`src/efhp_pkg.sv`:
```
package efhp_pkg;

	localparam int DEFAULT_MAX_FRAME_BYTES = 1518;
	localparam int INDEX_LIMIT             = 2047;
	localparam int CMP_W                   = 12;

	localparam logic [15:0] TYPE_LLC_MAX = 16'd1500;
	localparam logic [15:0] TYPE_IPV4    = 16'h0800;
	localparam logic [15:0] TYPE_ARP     = 16'h0806;

	localparam logic [7:0] PROTO_ICMP = 8'd1;
	localparam logic [7:0] PROTO_TCP  = 8'd6;
	localparam logic [7:0] PROTO_UDP  = 8'd17;

	typedef enum logic [1:0] {
		KIND_LLC   = 2'd0,
		KIND_IPV4  = 2'd1,
		KIND_ARP   = 2'd2,
		KIND_OTHER = 2'd3
	} frame_kind_t;

	typedef enum logic [1:0] {
		LLC_INFO  = 2'd0,
		LLC_SUPER = 2'd1,
		LLC_UNNUM = 2'd2,
		LLC_NONE  = 2'd3
	} llc_format_t;

	// LLC control byte low bits
	localparam logic [1:0] CTRL_S = 2'b01;
	localparam logic [1:0] CTRL_U = 2'b11;

	// frame state captured on the last beat
	typedef struct packed {
		logic [15:0] type_word;
		logic [15:0] llc_control;
		logic [5:0]  header_len;
		logic [7:0]  protocol;
		logic [20:0] sum_acc;
		logic [31:0] port_pair;
		logic [7:0]  flags;
		logic [15:0] aux_word;
		logic        tcp_offset_seen;
	} snapshot_t;

	typedef struct packed {
		frame_kind_t frame_kind;
		logic [15:0] type_length;
		llc_format_t llc_format;
		logic [6:0]  llc_code;
		logic [6:0]  llc_recv_seq;
		logic [7:0]  ip_protocol;
		logic [5:0]  ip_header_bytes;
		logic        ip_checksum_ok;
		logic [15:0] source_port;
		logic [15:0] dest_port;
		logic [7:0]  tcp_flags;
		logic [15:0] transport_word;
	} result_t;

	// fold the 21-bit sum twice into 16 bits and check for all ones
	function automatic logic checksum_good(input logic [20:0] sum);
		logic [16:0] f1;
		logic [16:0] f2;
		f1 = {1'b0, sum[15:0]} + {12'd0, sum[20:16]};
		f2 = {1'b0, f1[15:0]} + {16'd0, f1[16]};
		return f2 == 17'h0ffff;
	endfunction

endpackage

```
`src/efhp_frame_state.sv`:
```
module efhp_frame_state #(
	parameter int MAX_FRAME_BYTES = efhp_pkg::DEFAULT_MAX_FRAME_BYTES
) (
	input  logic                clk,
	input  logic                arst_n,
	input  logic                advance,
	input  logic [7:0]          frame_byte,
	input  logic                last_byte,
	output efhp_pkg::snapshot_t snap
);
	import efhp_pkg::*;

	localparam int IDX_CAP = (MAX_FRAME_BYTES > INDEX_LIMIT) ? INDEX_LIMIT : MAX_FRAME_BYTES;
	localparam int IDX_W   = $clog2(IDX_CAP + 1);

	localparam logic [CMP_W-1:0] IDX_TYPE_HI = CMP_W'(12);
	localparam logic [CMP_W-1:0] IDX_TYPE_LO = CMP_W'(13);
	localparam logic [CMP_W-1:0] IDX_L3      = CMP_W'(14);
	localparam logic [CMP_W-1:0] IDX_CTRL1   = CMP_W'(16);
	localparam logic [CMP_W-1:0] IDX_CTRL2   = CMP_W'(17);
	localparam logic [CMP_W-1:0] IDX_ARP_HI  = CMP_W'(20);
	localparam logic [CMP_W-1:0] IDX_ARP_LO  = CMP_W'(21);
	localparam logic [CMP_W-1:0] IDX_PROTO   = CMP_W'(23);
	localparam logic [CMP_W-1:0] REL_AUX_HI  = CMP_W'(4);
	localparam logic [CMP_W-1:0] REL_AUX_LO  = CMP_W'(5);
	localparam logic [CMP_W-1:0] REL_TCP_OFF = CMP_W'(12);
	localparam logic [CMP_W-1:0] REL_TCP_FLG = CMP_W'(13);

	logic [IDX_W-1:0] byte_index_q, byte_index_d;
	logic [15:0]      type_word_q, type_word_d;
	logic [15:0]      llc_control_q, llc_control_d;
	logic [5:0]       header_len_q, header_len_d;
	logic [7:0]       protocol_q, protocol_d;
	logic [20:0]      sum_acc_q, sum_acc_d;
	logic [31:0]      port_pair_q, port_pair_d;
	logic [7:0]       flags_q, flags_d;
	logic [15:0]      aux_word_q, aux_word_d;

	logic [CMP_W-1:0] idx;
	logic [CMP_W-1:0] start;
	logic [CMP_W-1:0] rel;

	always_comb begin
		byte_index_d  = byte_index_q;
		type_word_d   = type_word_q;
		llc_control_d = llc_control_q;
		header_len_d  = header_len_q;
		protocol_d    = protocol_q;
		sum_acc_d     = sum_acc_q;
		port_pair_d   = port_pair_q;
		flags_d       = flags_q;
		aux_word_d    = aux_word_q;
		idx           = CMP_W'(byte_index_q);
		start         = IDX_L3 + CMP_W'(header_len_q);
		rel           = '0;

		if (byte_index_q < IDX_W'(IDX_CAP)) begin
			byte_index_d = byte_index_q + IDX_W'(1);
			if (idx == IDX_TYPE_HI) begin
				type_word_d = {frame_byte, 8'd0};
			end else if (idx == IDX_TYPE_LO) begin
				type_word_d = {type_word_q[15:8], frame_byte};
			end else if (idx >= IDX_L3) begin
				if (type_word_q <= TYPE_LLC_MAX) begin
					if (idx == IDX_CTRL1) begin
						llc_control_d[15:8] = frame_byte;
					end else if (idx == IDX_CTRL2) begin
						llc_control_d[7:0] = frame_byte;
					end
				end else if (type_word_q == TYPE_ARP) begin
					if (idx == IDX_ARP_HI) begin
						aux_word_d[15:8] = frame_byte;
					end else if (idx == IDX_ARP_LO) begin
						aux_word_d[7:0] = frame_byte;
					end
				end else if (type_word_q == TYPE_IPV4) begin
					if (idx == IDX_L3) begin
						header_len_d = {frame_byte[3:0], 2'b00};
					end
					if (idx == IDX_PROTO) begin
						protocol_d = frame_byte;
					end
					start = IDX_L3 + CMP_W'(header_len_d);
					// header words start on an even byte, so bit 0 picks the half
					if (idx < start) begin
						if (!idx[0]) begin
							sum_acc_d = sum_acc_q + {5'd0, frame_byte, 8'd0};
						end else begin
							sum_acc_d = sum_acc_q + {13'd0, frame_byte};
						end
					end else begin
						rel = idx - start;
						if (rel < REL_AUX_HI) begin
							unique case (rel[1:0])
								2'd0: port_pair_d[31:24] = frame_byte;
								2'd1: port_pair_d[23:16] = frame_byte;
								2'd2: port_pair_d[15:8]  = frame_byte;
								default: port_pair_d[7:0] = frame_byte;
							endcase
						end else if (rel == REL_AUX_HI) begin
							aux_word_d[15:8] = frame_byte;
						end else if (rel == REL_AUX_LO) begin
							aux_word_d[7:0] = frame_byte;
						end else if (rel == REL_TCP_OFF) begin
							if (protocol_d == PROTO_TCP) begin
								aux_word_d = {10'd0, frame_byte[7:4], 2'b00};
							end
						end else if (rel == REL_TCP_FLG) begin
							flags_d = frame_byte;
						end
					end
				end
			end
		end

		snap.type_word       = type_word_d;
		snap.llc_control     = llc_control_d;
		snap.header_len      = header_len_d;
		snap.protocol        = protocol_d;
		snap.sum_acc         = sum_acc_d;
		snap.port_pair       = port_pair_d;
		snap.flags           = flags_d;
		snap.aux_word        = aux_word_d;
		snap.tcp_offset_seen = CMP_W'(byte_index_d) > (IDX_L3 + CMP_W'(header_len_d) + REL_TCP_OFF);
	end

	// clear everything after the last beat of a frame
	always_ff @(posedge clk or negedge arst_n) begin
		if (!arst_n) begin
			byte_index_q  <= '0;
			type_word_q   <= '0;
			llc_control_q <= '0;
			header_len_q  <= '0;
			protocol_q    <= '0;
			sum_acc_q     <= '0;
			port_pair_q   <= '0;
			flags_q       <= '0;
			aux_word_q    <= '0;
		end else if (advance) begin
			if (last_byte) begin
				byte_index_q  <= '0;
				type_word_q   <= '0;
				llc_control_q <= '0;
				header_len_q  <= '0;
				protocol_q    <= '0;
				sum_acc_q     <= '0;
				port_pair_q   <= '0;
				flags_q       <= '0;
				aux_word_q    <= '0;
			end else begin
				byte_index_q  <= byte_index_d;
				type_word_q   <= type_word_d;
				llc_control_q <= llc_control_d;
				header_len_q  <= header_len_d;
				protocol_q    <= protocol_d;
				sum_acc_q     <= sum_acc_d;
				port_pair_q   <= port_pair_d;
				flags_q       <= flags_d;
				aux_word_q    <= aux_word_d;
			end
		end
	end

endmodule

```
`src/efhp_summary.sv`:
```
module efhp_summary (
	input  efhp_pkg::snapshot_t snap,
	output efhp_pkg::result_t   res
);
	import efhp_pkg::*;

	logic [7:0] c1;
	logic [7:0] c2;

	always_comb begin
		c1 = snap.llc_control[15:8];
		c2 = snap.llc_control[7:0];
		res = '0;
		res.type_length = snap.type_word;
		res.llc_format  = LLC_NONE;

		if (snap.type_word <= TYPE_LLC_MAX) begin
			res.frame_kind = KIND_LLC;
			unique case (c1[1:0])
				CTRL_S: begin
					res.llc_format   = LLC_SUPER;
					res.llc_code     = {5'd0, c1[3:2]};
					res.llc_recv_seq = c2[7:1];
				end
				CTRL_U: begin
					res.llc_format = LLC_UNNUM;
					res.llc_code   = {2'd0, c1[7:5], c1[3:2]};
				end
				default: begin
					res.llc_format   = LLC_INFO;
					res.llc_code     = c1[7:1];
					res.llc_recv_seq = c2[7:1];
				end
			endcase
		end else if (snap.type_word == TYPE_IPV4) begin
			res.frame_kind      = KIND_IPV4;
			res.ip_protocol     = snap.protocol;
			res.ip_header_bytes = snap.header_len;
			res.ip_checksum_ok  = (snap.header_len != 6'd0) && checksum_good(snap.sum_acc);
			if (snap.protocol == PROTO_TCP) begin
				res.source_port    = snap.port_pair[31:16];
				res.dest_port      = snap.port_pair[15:0];
				res.tcp_flags      = snap.flags;
				res.transport_word = snap.tcp_offset_seen ? snap.aux_word : 16'd0;
			end else if (snap.protocol == PROTO_UDP) begin
				res.source_port    = snap.port_pair[31:16];
				res.dest_port      = snap.port_pair[15:0];
				res.transport_word = snap.aux_word;
			end else if (snap.protocol == PROTO_ICMP) begin
				res.transport_word = snap.port_pair[31:16];
			end
		end else if (snap.type_word == TYPE_ARP) begin
			res.frame_kind     = KIND_ARP;
			res.transport_word = snap.aux_word;
		end else begin
			res.frame_kind = KIND_OTHER;
		end
	end

endmodule

```
`src/ethernet_frame_header_parser.sv`:
```
// Path: a last beat accepted on s_axis passes the input register, the snapshot register and
// the output register in turn before m_axis_tvalid presents its summary.
// Throughput: one byte per cycle; s_axis_tready drops only when a last byte in the input
// register finds the snapshot stage and the output register both full and m_axis_tready low.
// Stages: input register, frame state update / snapshot, summary decode to output register.
// Reset: arst_n asynchronous, active low; clears valid flags and all frame state.
module ethernet_frame_header_parser #(
	parameter int MAX_FRAME_BYTES = efhp_pkg::DEFAULT_MAX_FRAME_BYTES
) (
	input  logic         clk,
	input  logic         arst_n,
	input  logic         s_axis_tvalid,
	output logic         s_axis_tready,
	input  logic [7:0]   s_axis_tdata,   // [7:0] frame_byte
	input  logic         s_axis_tlast,   // last_byte
	output logic         m_axis_tvalid,
	input  logic         m_axis_tready,
	// [15:0] type_length, [17:16] llc_format, [24:18] llc_code, [31:25] llc_recv_seq,
	// [39:32] ip_protocol, [45:40] ip_header_bytes, [46] ip_checksum_ok,
	// [62:47] source_port, [78:63] dest_port, [86:79] tcp_flags,
	// [102:87] transport_word, [103] zero
	output logic [103:0] m_axis_tdata,
	output logic [1:0]   m_axis_tuser    // [1:0] frame_kind
);
	import efhp_pkg::*;

	// input register
	logic       valid_s1;
	logic [7:0] byte_s1;
	logic       last_s1;

	// snapshot of a finished frame
	logic      valid_s2;
	snapshot_t snap_s2;
	snapshot_t snap_next;

	// output register
	logic    out_valid_q;
	result_t out_q;
	result_t res;

	logic out_free;
	logic s2_adv;
	logic s1_go;
	logic s1_take;

	// output register takes a new summary when empty or being drained
	assign out_free = !out_valid_q || m_axis_tready;
	assign s2_adv   = valid_s2 && out_free;
	// a plain byte always moves; a last byte needs room in the snapshot stage
	assign s1_go    = valid_s1 && (!last_s1 || !valid_s2 || out_free);
	assign s1_take  = s_axis_tvalid && s_axis_tready;
	assign s_axis_tready = !valid_s1 || s1_go;

	efhp_frame_state #(
		.MAX_FRAME_BYTES(MAX_FRAME_BYTES)
	) u_state (
		.clk       (clk),
		.arst_n    (arst_n),
		.advance   (s1_go),
		.frame_byte(byte_s1),
		.last_byte (last_s1),
		.snap      (snap_next)
	);

	efhp_summary u_summary (
		.snap(snap_s2),
		.res (res)
	);

	// control flags
	always_ff @(posedge clk or negedge arst_n) begin
		if (!arst_n) begin
			valid_s1    <= 1'b0;
			valid_s2    <= 1'b0;
			out_valid_q <= 1'b0;
		end else begin
			if (s_axis_tready) begin
				valid_s1 <= s_axis_tvalid;
			end
			if (s1_go && last_s1) begin
				valid_s2 <= 1'b1;
			end else if (s2_adv) begin
				valid_s2 <= 1'b0;
			end
			if (out_free) begin
				out_valid_q <= valid_s2;
			end
		end
	end

	// payload: hold while the stage downstream is stalled
	always_ff @(posedge clk) begin
		if (s1_take) begin
			byte_s1 <= s_axis_tdata;
			last_s1 <= s_axis_tlast;
		end
		if (s1_go && last_s1) begin
			snap_s2 <= snap_next;
		end
		if (s2_adv) begin
			out_q <= res;
		end
	end

	assign m_axis_tvalid = out_valid_q;
	assign m_axis_tuser  = out_q.frame_kind;
	assign m_axis_tdata  = {1'b0, out_q.transport_word, out_q.tcp_flags, out_q.dest_port,
		out_q.source_port, out_q.ip_checksum_ok, out_q.ip_header_bytes, out_q.ip_protocol,
		out_q.llc_recv_seq, out_q.llc_code, out_q.llc_format, out_q.type_length};

	// an empty input register never back-pressures
	assert property (@(posedge clk) disable iff (!arst_n) !valid_s1 |-> s_axis_tready)
		else $error("input stalled with empty input register");

	// a processed last byte lands in the snapshot stage
	assert property (@(posedge clk) disable iff (!arst_n) (s1_go && last_s1) |=> valid_s2)
		else $error("finished frame lost before snapshot");

	// a waiting snapshot is not dropped
	assert property (@(posedge clk) disable iff (!arst_n) (valid_s2 && !out_free) |=> valid_s2)
		else $error("snapshot dropped while output stalled");

	// a snapshot moved out shows up on the output
	assert property (@(posedge clk) disable iff (!arst_n) s2_adv |=> m_axis_tvalid)
		else $error("summary not presented after snapshot advance");

endmodule
```
`config.mk`:
```
export PLATFORM = sky130hd
export DESIGN_NAME = ethernet_frame_header_parser
export DESIGN_NICKNAME = d
export VERILOG_FILES = /design/src/efhp_pkg.sv /design/src/efhp_frame_state.sv /design/src/efhp_summary.sv /design/src/ethernet_frame_header_parser.sv
export SDC_FILE = /design/constraint.sdc
export NUM_CORES = 1
export LEC_CHECK = 0
export ABC_AREA = 1
export BUFFER_PORTS_ARGS = -buffer_cell sky130_fd_sc_hd__buf_2
export CORE_MARGIN = 2
export CORE_UTILIZATION = 45
export CTS_CLUSTER_SIZE = 28
export DETAILED_ROUTE_END_ITERATION = 6
export PLACE_DENSITY = 0.72
export RECOVER_POWER = 100
export SYNTH_ARGS = -nofsm -noshare
export SYNTH_HDL_FRONTEND = slang
export SYNTH_SLANG_ARGS = --single-unit
```
`constraint.sdc`:
```
create_clock -name clk -period 8.5 [get_ports clk]
set_clock_uncertainty 0.2 [all_clocks]
set_input_delay 1.275 -clock clk [delete_from_list [all_inputs] [get_ports clk]]
set_output_delay 1.275 -clock clk [all_outputs]
set_load 0.005 [all_outputs]
```
# Yosys cells after proc, flatten, opt, wreduce, memory -nomap -nowiden
# Cells that the tools add are included.
# op_classes
div	0
addsub	9
bitwise_logic	3
n_shift	0
n_eq_ne	25
muxes	117
n_mul	0
order_cmp	7
reduce_logical	21
# ops
operator	count
16-bit two-way mux	27
32-bit two-way mux	12
8-bit two-way mux	45
21-bit two-way mux	10
6-bit two-way mux	16
16-bit by 12-bit equality test with 1-bit output, second input constant	4
11-bit by 5-bit equality test with 1-bit output, second input constant	5
11-bit by 4-bit equality test with 1-bit output, second input constant	3
16-bit by 11-bit <= comparator with 1-bit output, second input constant	2
12-bit by 3-bit equality test with 1-bit output, second input constant	2
12-bit by 4-bit equality test with 1-bit output, second input constant	2
11-bit two-way mux	2
21-bit by 16-bit adder with 21-bit output	1
21-bit by 8-bit adder with 21-bit output	1
9-bit case mux with 2 select lines	1
16-bit by 1-bit adder with 17-bit output	1
16-bit by 5-bit adder with 17-bit output	1
17-bit by 16-bit equality test with 1-bit output, second input constant	1
8-bit by 3-bit equality test with 1-bit output, second input constant	2
4-bit by 6-bit adder with 7-bit output, first input constant	2
12-bit by 4-bit adder with 12-bit output, second input constant	1
11-bit by 12-bit > comparator with 1-bit output	1
11-bit by 12-bit < comparator with 1-bit output	1
12-bit by 3-bit < comparator with 1-bit output, second input constant	1
other kinds (18)	38
# totals
mem_bits_ro	0
wordCells	218
out_inout_bits	108
n_memories	0
ff_bits	375
ram_bits	0
latch_bits	0

# Depth between registers and ports, before layout
# depth
depth_word	26
depth_mapped	35
mapped_depth_nobuf	33

# Hierarchy
# From an unflattened synthesis, not the netlist that was laid out.
# hier_totals
hier_cells	2129
hier_area_um2	19150.9
# by_module_without_submodules
mod	cells_per_inst	instances	area_each_um2
efhp_frame_state	1395	1	9634.2
ethernet_frame_header_parser	263	1	7327.0
efhp_summary	471	1	2189.6

# Worst setup path before layout
# No wires, ideal clock.
# synth_path
path_kind	input to register
start	in m_axis_tready
end	reg out_q (netlist bit m_axis_tdata[0]) (enable)
slack_ps	2014
t_required_ps	7730
n_path_buf	0
cell_stages	2
arrival_ps	5716
setup_time_ps	570
cell_sequence	nor2_1 > nor2_1
# synth_between
elab_chain_len	2
# synth_lines
item	line_no	rtl
start: declaration	ethernet_frame_header_parser.sv:17	input logic m_axis_tready,
1-bit logical OR	ethernet_frame_header_parser.sv:48	assign out_free = !out_valid_q || m_axis_tready;
1-bit logical AND	ethernet_frame_header_parser.sv:49	assign s2_adv = valid_s2 && out_free;
named net s2_adv	ethernet_frame_header_parser.sv:43	logic s2_adv;
end signal: assignment	ethernet_frame_header_parser.sv:102	out_q <= res;
end: declaration	ethernet_frame_header_parser.sv:39	result_t out_q;
# The timed path passes the listed nets, and every way through them passes these cells.
# A chain may end at the register's enable or synchronous reset.

# Worst setup path in the final report
# layout_path
start	in m_axis_tready
end	reg u_state.port_pair_q[11]
# layout_between
elab_chain_len	3
# layout_lines
item	line_no	rtl
1-bit logical OR	ethernet_frame_header_parser.sv:48	
1-bit logical OR	ethernet_frame_header_parser.sv:51	assign s1_go = valid_s1 && (!last_s1 || !valid_s2 || out_free);
1-bit logical AND	ethernet_frame_header_parser.sv:51	
end signal: assignment	efhp_frame_state.sv:157	port_pair_q <= port_pair_d;
end: declaration	efhp_frame_state.sv:35	logic [31:0] port_pair_q, port_pair_d;
# Every way passes these cells.

==> metrics.txt <==
Mapped Cells 2059; RSZ-0062 raised after global routing no; worst path required time 8.70 ns; I/O Pins 121; Startpoint Class input pin; worst skew pair latency 0.56 ns; worst-path fanout max 85; R2R depth 22; synth unique cells 58; CTS max path bufs 3; Final Non-Filler Cells 2729; final WL 47010 um; H-tree depth 2; overall routing resource usage 0.2178; Clock Sinks 373; Port Buffers about 120; initial antenna violation count 0; crit path kind input pin to flip-flop; Die H 207.7 um; starting density of the core 0.4562; gp weighted congestion 0.9514; Top FF cell, synth edfxtp_1; Synth Warn # 0; Slew headroom -1.776; Worst R2R End snap_s2[0]; Setup WS pre-CTS ~2.5 ns; Num CTS Buffers 39; number of global-route vias before repair 14197; Yosys reg bits between 300 and 400; CTS resizes 0; Max VDD drop 0.0001464 V; Final setup viols 0; launch point of the critical path m_axis_tready; min-delay src snap_s2[112]; Slew Limit Fails 361; P per Cell Area 189.8 nW/um^2; number of antenna diodes 0; drt wl/cell 17.22 um; drt drc 0; Syn Nets 2121; WP data arrival 7.33 ns; dpl cells 2658; EDFF count, synth 237; FP Rows 74; Layout Nets 2229; Die X 207.7 um; fillcell total approximately 3700; leak pwr 9.451 nW; P&R area growth vs syn 12.36%; core area 40920 um^2; max cap viols 7; Hold Buf Count CTS 0; Post-CTS Setup Inserts 0; Final Cycle Share 0.8387; highest clock rate roughly 140 MHz; Post-DRT Antenna Nets 0; synthesized area between 15000 and 20000 um^2; post-layout minimum cycle time 7.129 ns; first-pass GRT wire length 75090 um; async set-reset flop share out of synthesis 0.3646; drt first pass iters 6; CTS tree done; Setup crit end kind flip-flop; largest net degree at the start of global routing between 80 and 90; clk slew on worst S/H paths 0.06 ns; via-per-instance ratio 5.363; sequential area share after synthesis 0.5635; gr ovfl total 0; final hold vios 0; share of post-route cells with drive strength above 1 0.08239; worst hold path type flip-flop to flip-flop; initial drt markers 1406; failing checks capacitance limit, slew limit; Final Util 0.5126; Avg Cell Area, Syn 9.068 um^2; R2R Setup Slk 1.48 ns; vias between 10000 and 15000; worst setup margin approximately 1.4 ns; die footprint 43140 um^2; worst reg2reg startpoint u_state.byte_index_q[0]; Final HPWL DP between 30000 and 40000 um; root buf cell clkbuf_16; critical path endpoint u_state.port_pair_q[11]; Setup TNS Final 0 ns; outcome finished with violations; Tightest Pin Transition about 4.2 ns
==> placed cells by master, fill, tap and decap left out, types with 13 or more instances in the layout <==
cell type and n:
inv_1 288, o22ai_1 52, a21oi_1 79, a21boi_0 13, nand2_1 490, clkbuf_1 56, buf_2 77, nor4_1 17
ha_1 45, dfrtp_1 136, nor2_1 176, nand3_1 87, xor2_1 28, nand4_1 24, edfxtp_1 237, clkbuf_16 39
o21ai_0 176, nor3_1 20, a22o_1 15
==> power breakdown <==
| group | switching [W] | internal (W) | total, W |
|---|---|---|---|
| logic | 0.000202 | 0.0000628 | 0.000265 |
| clock network | 0.000708 | 0.000972 | 0.00168 |
| registers | 0.0000301 | 0.00201 | 0.00204 |
==> Yosys cell counts, types with 3 or more instances <==
cell type / instances / area [um^2]
fa_1: 4 / 80.08
nor2_1: 175 / 656.9
xnor2_1: 10 / 87.58
a22o_1: 15 / 131.4
edfxtp_1: 237 / 7117
inv_1: 287 / 1077
mux2i_1: 8 / 80.08
ha_1: 45 / 563.0
a21boi_0: 13 / 97.59
nand3_1: 87 / 435.4
xor2_1: 28 / 245.2
and2_1: 4 / 25.02
nor2_2: 8 / 50.05
nor3_1: 21 / 105.1
nor4_1: 16 / 100.1
buf_2: 4 / 20.02
a21oi_1: 79 / 395.4
o21bai_1: 5 / 37.54
nand2_2: 3 / 18.77
o22ai_1: 52 / 325.3
o21a_1: 7 / 52.55
a211oi_1: 6 / 45.04
o31ai_1: 4 / 30.03
a31oi_1: 4 / 25.02
nand2_1: 490 / 1839
inv_2: 9 / 33.78
clkbuf_1: 63 / 236.5
o21ai_0: 166 / 830.8
o21ai_1: 12 / 60.06
nand4_1: 24 / 150.1
dfrtp_1: 136 / 3403
or2_2: 3 / 18.77
==> layer usage <==
layer / vias to the layer above / wire length [um] / global-route usage
met5: - / 0 / 0
met4: 0 / 1616 / 0.07508
met3: 107 / 3039 / 0.03828
met2: 484 / 21480 / 0.3485
met1: 6960 / 20870 / 0.3007
li1: 7085 / - / -
==> worst min path at each step <==
stage                             to  slack, ns  depth (start not counted)
finish               m_axis_tdata[4]       0.25                          0
global route         m_axis_tdata[4]       0.26                          0
global placement    m_axis_tdata[13]       0.24                          0
floorplan            m_axis_tdata[4]       0.23                          0
CTS                  m_axis_tdata[4]       0.25                          0
detailed placement  m_axis_tdata[12]       0.24                          0
==> final cells by class <==
cell class | instances | area (um^2) | area share
flip-flops and latches | 373 | 10520 | 0.5015
inverters | 298 | 1121 | 0.05344
clock inverters | 15 | 145.1 | 0.006918
repair buffers | 138 | 661.9 | 0.03155
multi-input cells | 1317 | 6755 | 0.3220
clock buffers | 56 | 1110 | 0.05290
well taps | 532 | 665.6 | 0.03173
==> kinds of logic after synthesis <==
logic type,count (synthesis),share of synthesized area
AO/OA/AOI/OAI,377,0.1150
XOR/XNOR,38,0.01783
adder cells (fa/ha/maj),49,0.03445
buffers and inverters,369,0.07526
flip-flops,373,0.5635
multiplexers,8,0.004289
other,2,0.0004022
AND/OR/NAND/NOR,843,0.1893
==> flip-flops by register name, summed over array words and instances, names as in the netlist, 8 cells and up <==
name,flops
snap_s2,123
u_state.sum_acc_q,21
u_state.llc_control_q,15
u_state.byte_index_q,11
byte_s1,8
u_state.aux_word_q,16
u_state.port_pair_q,32
u_state.protocol_q,8
u_state.flags_q,8
u_state.type_word_q,16
m_axis_tdata,103
==> stage by stage <==
stage | total power (W) | hold WS, ns | cell area (um^2)
after floorplan | 0.002217 | 0.2264 | 18670
after global placement | 0.002334 | 0.2435 | 19840
after detailed placement | 0.002340 | 0.2415 | 19840
after CTS | 0.004013 | 0.2515 | 21090
after global routing | 0.004115 | 0.2578 | 20980
final | 0.003983 | 0.2518 | 20980
==> critical path, cell delays in order <==
cell      delay [ns]
buf_2           0.08
nor2_1          0.10
a31oi_4         0.14
clkbuf_1        2.93
inv_1           0.43
nor2_4          0.21
buf_4           0.57
inv_1           0.72
buf_4           0.51
o22ai_1         0.22
Power figures use the tool's default switching activity.
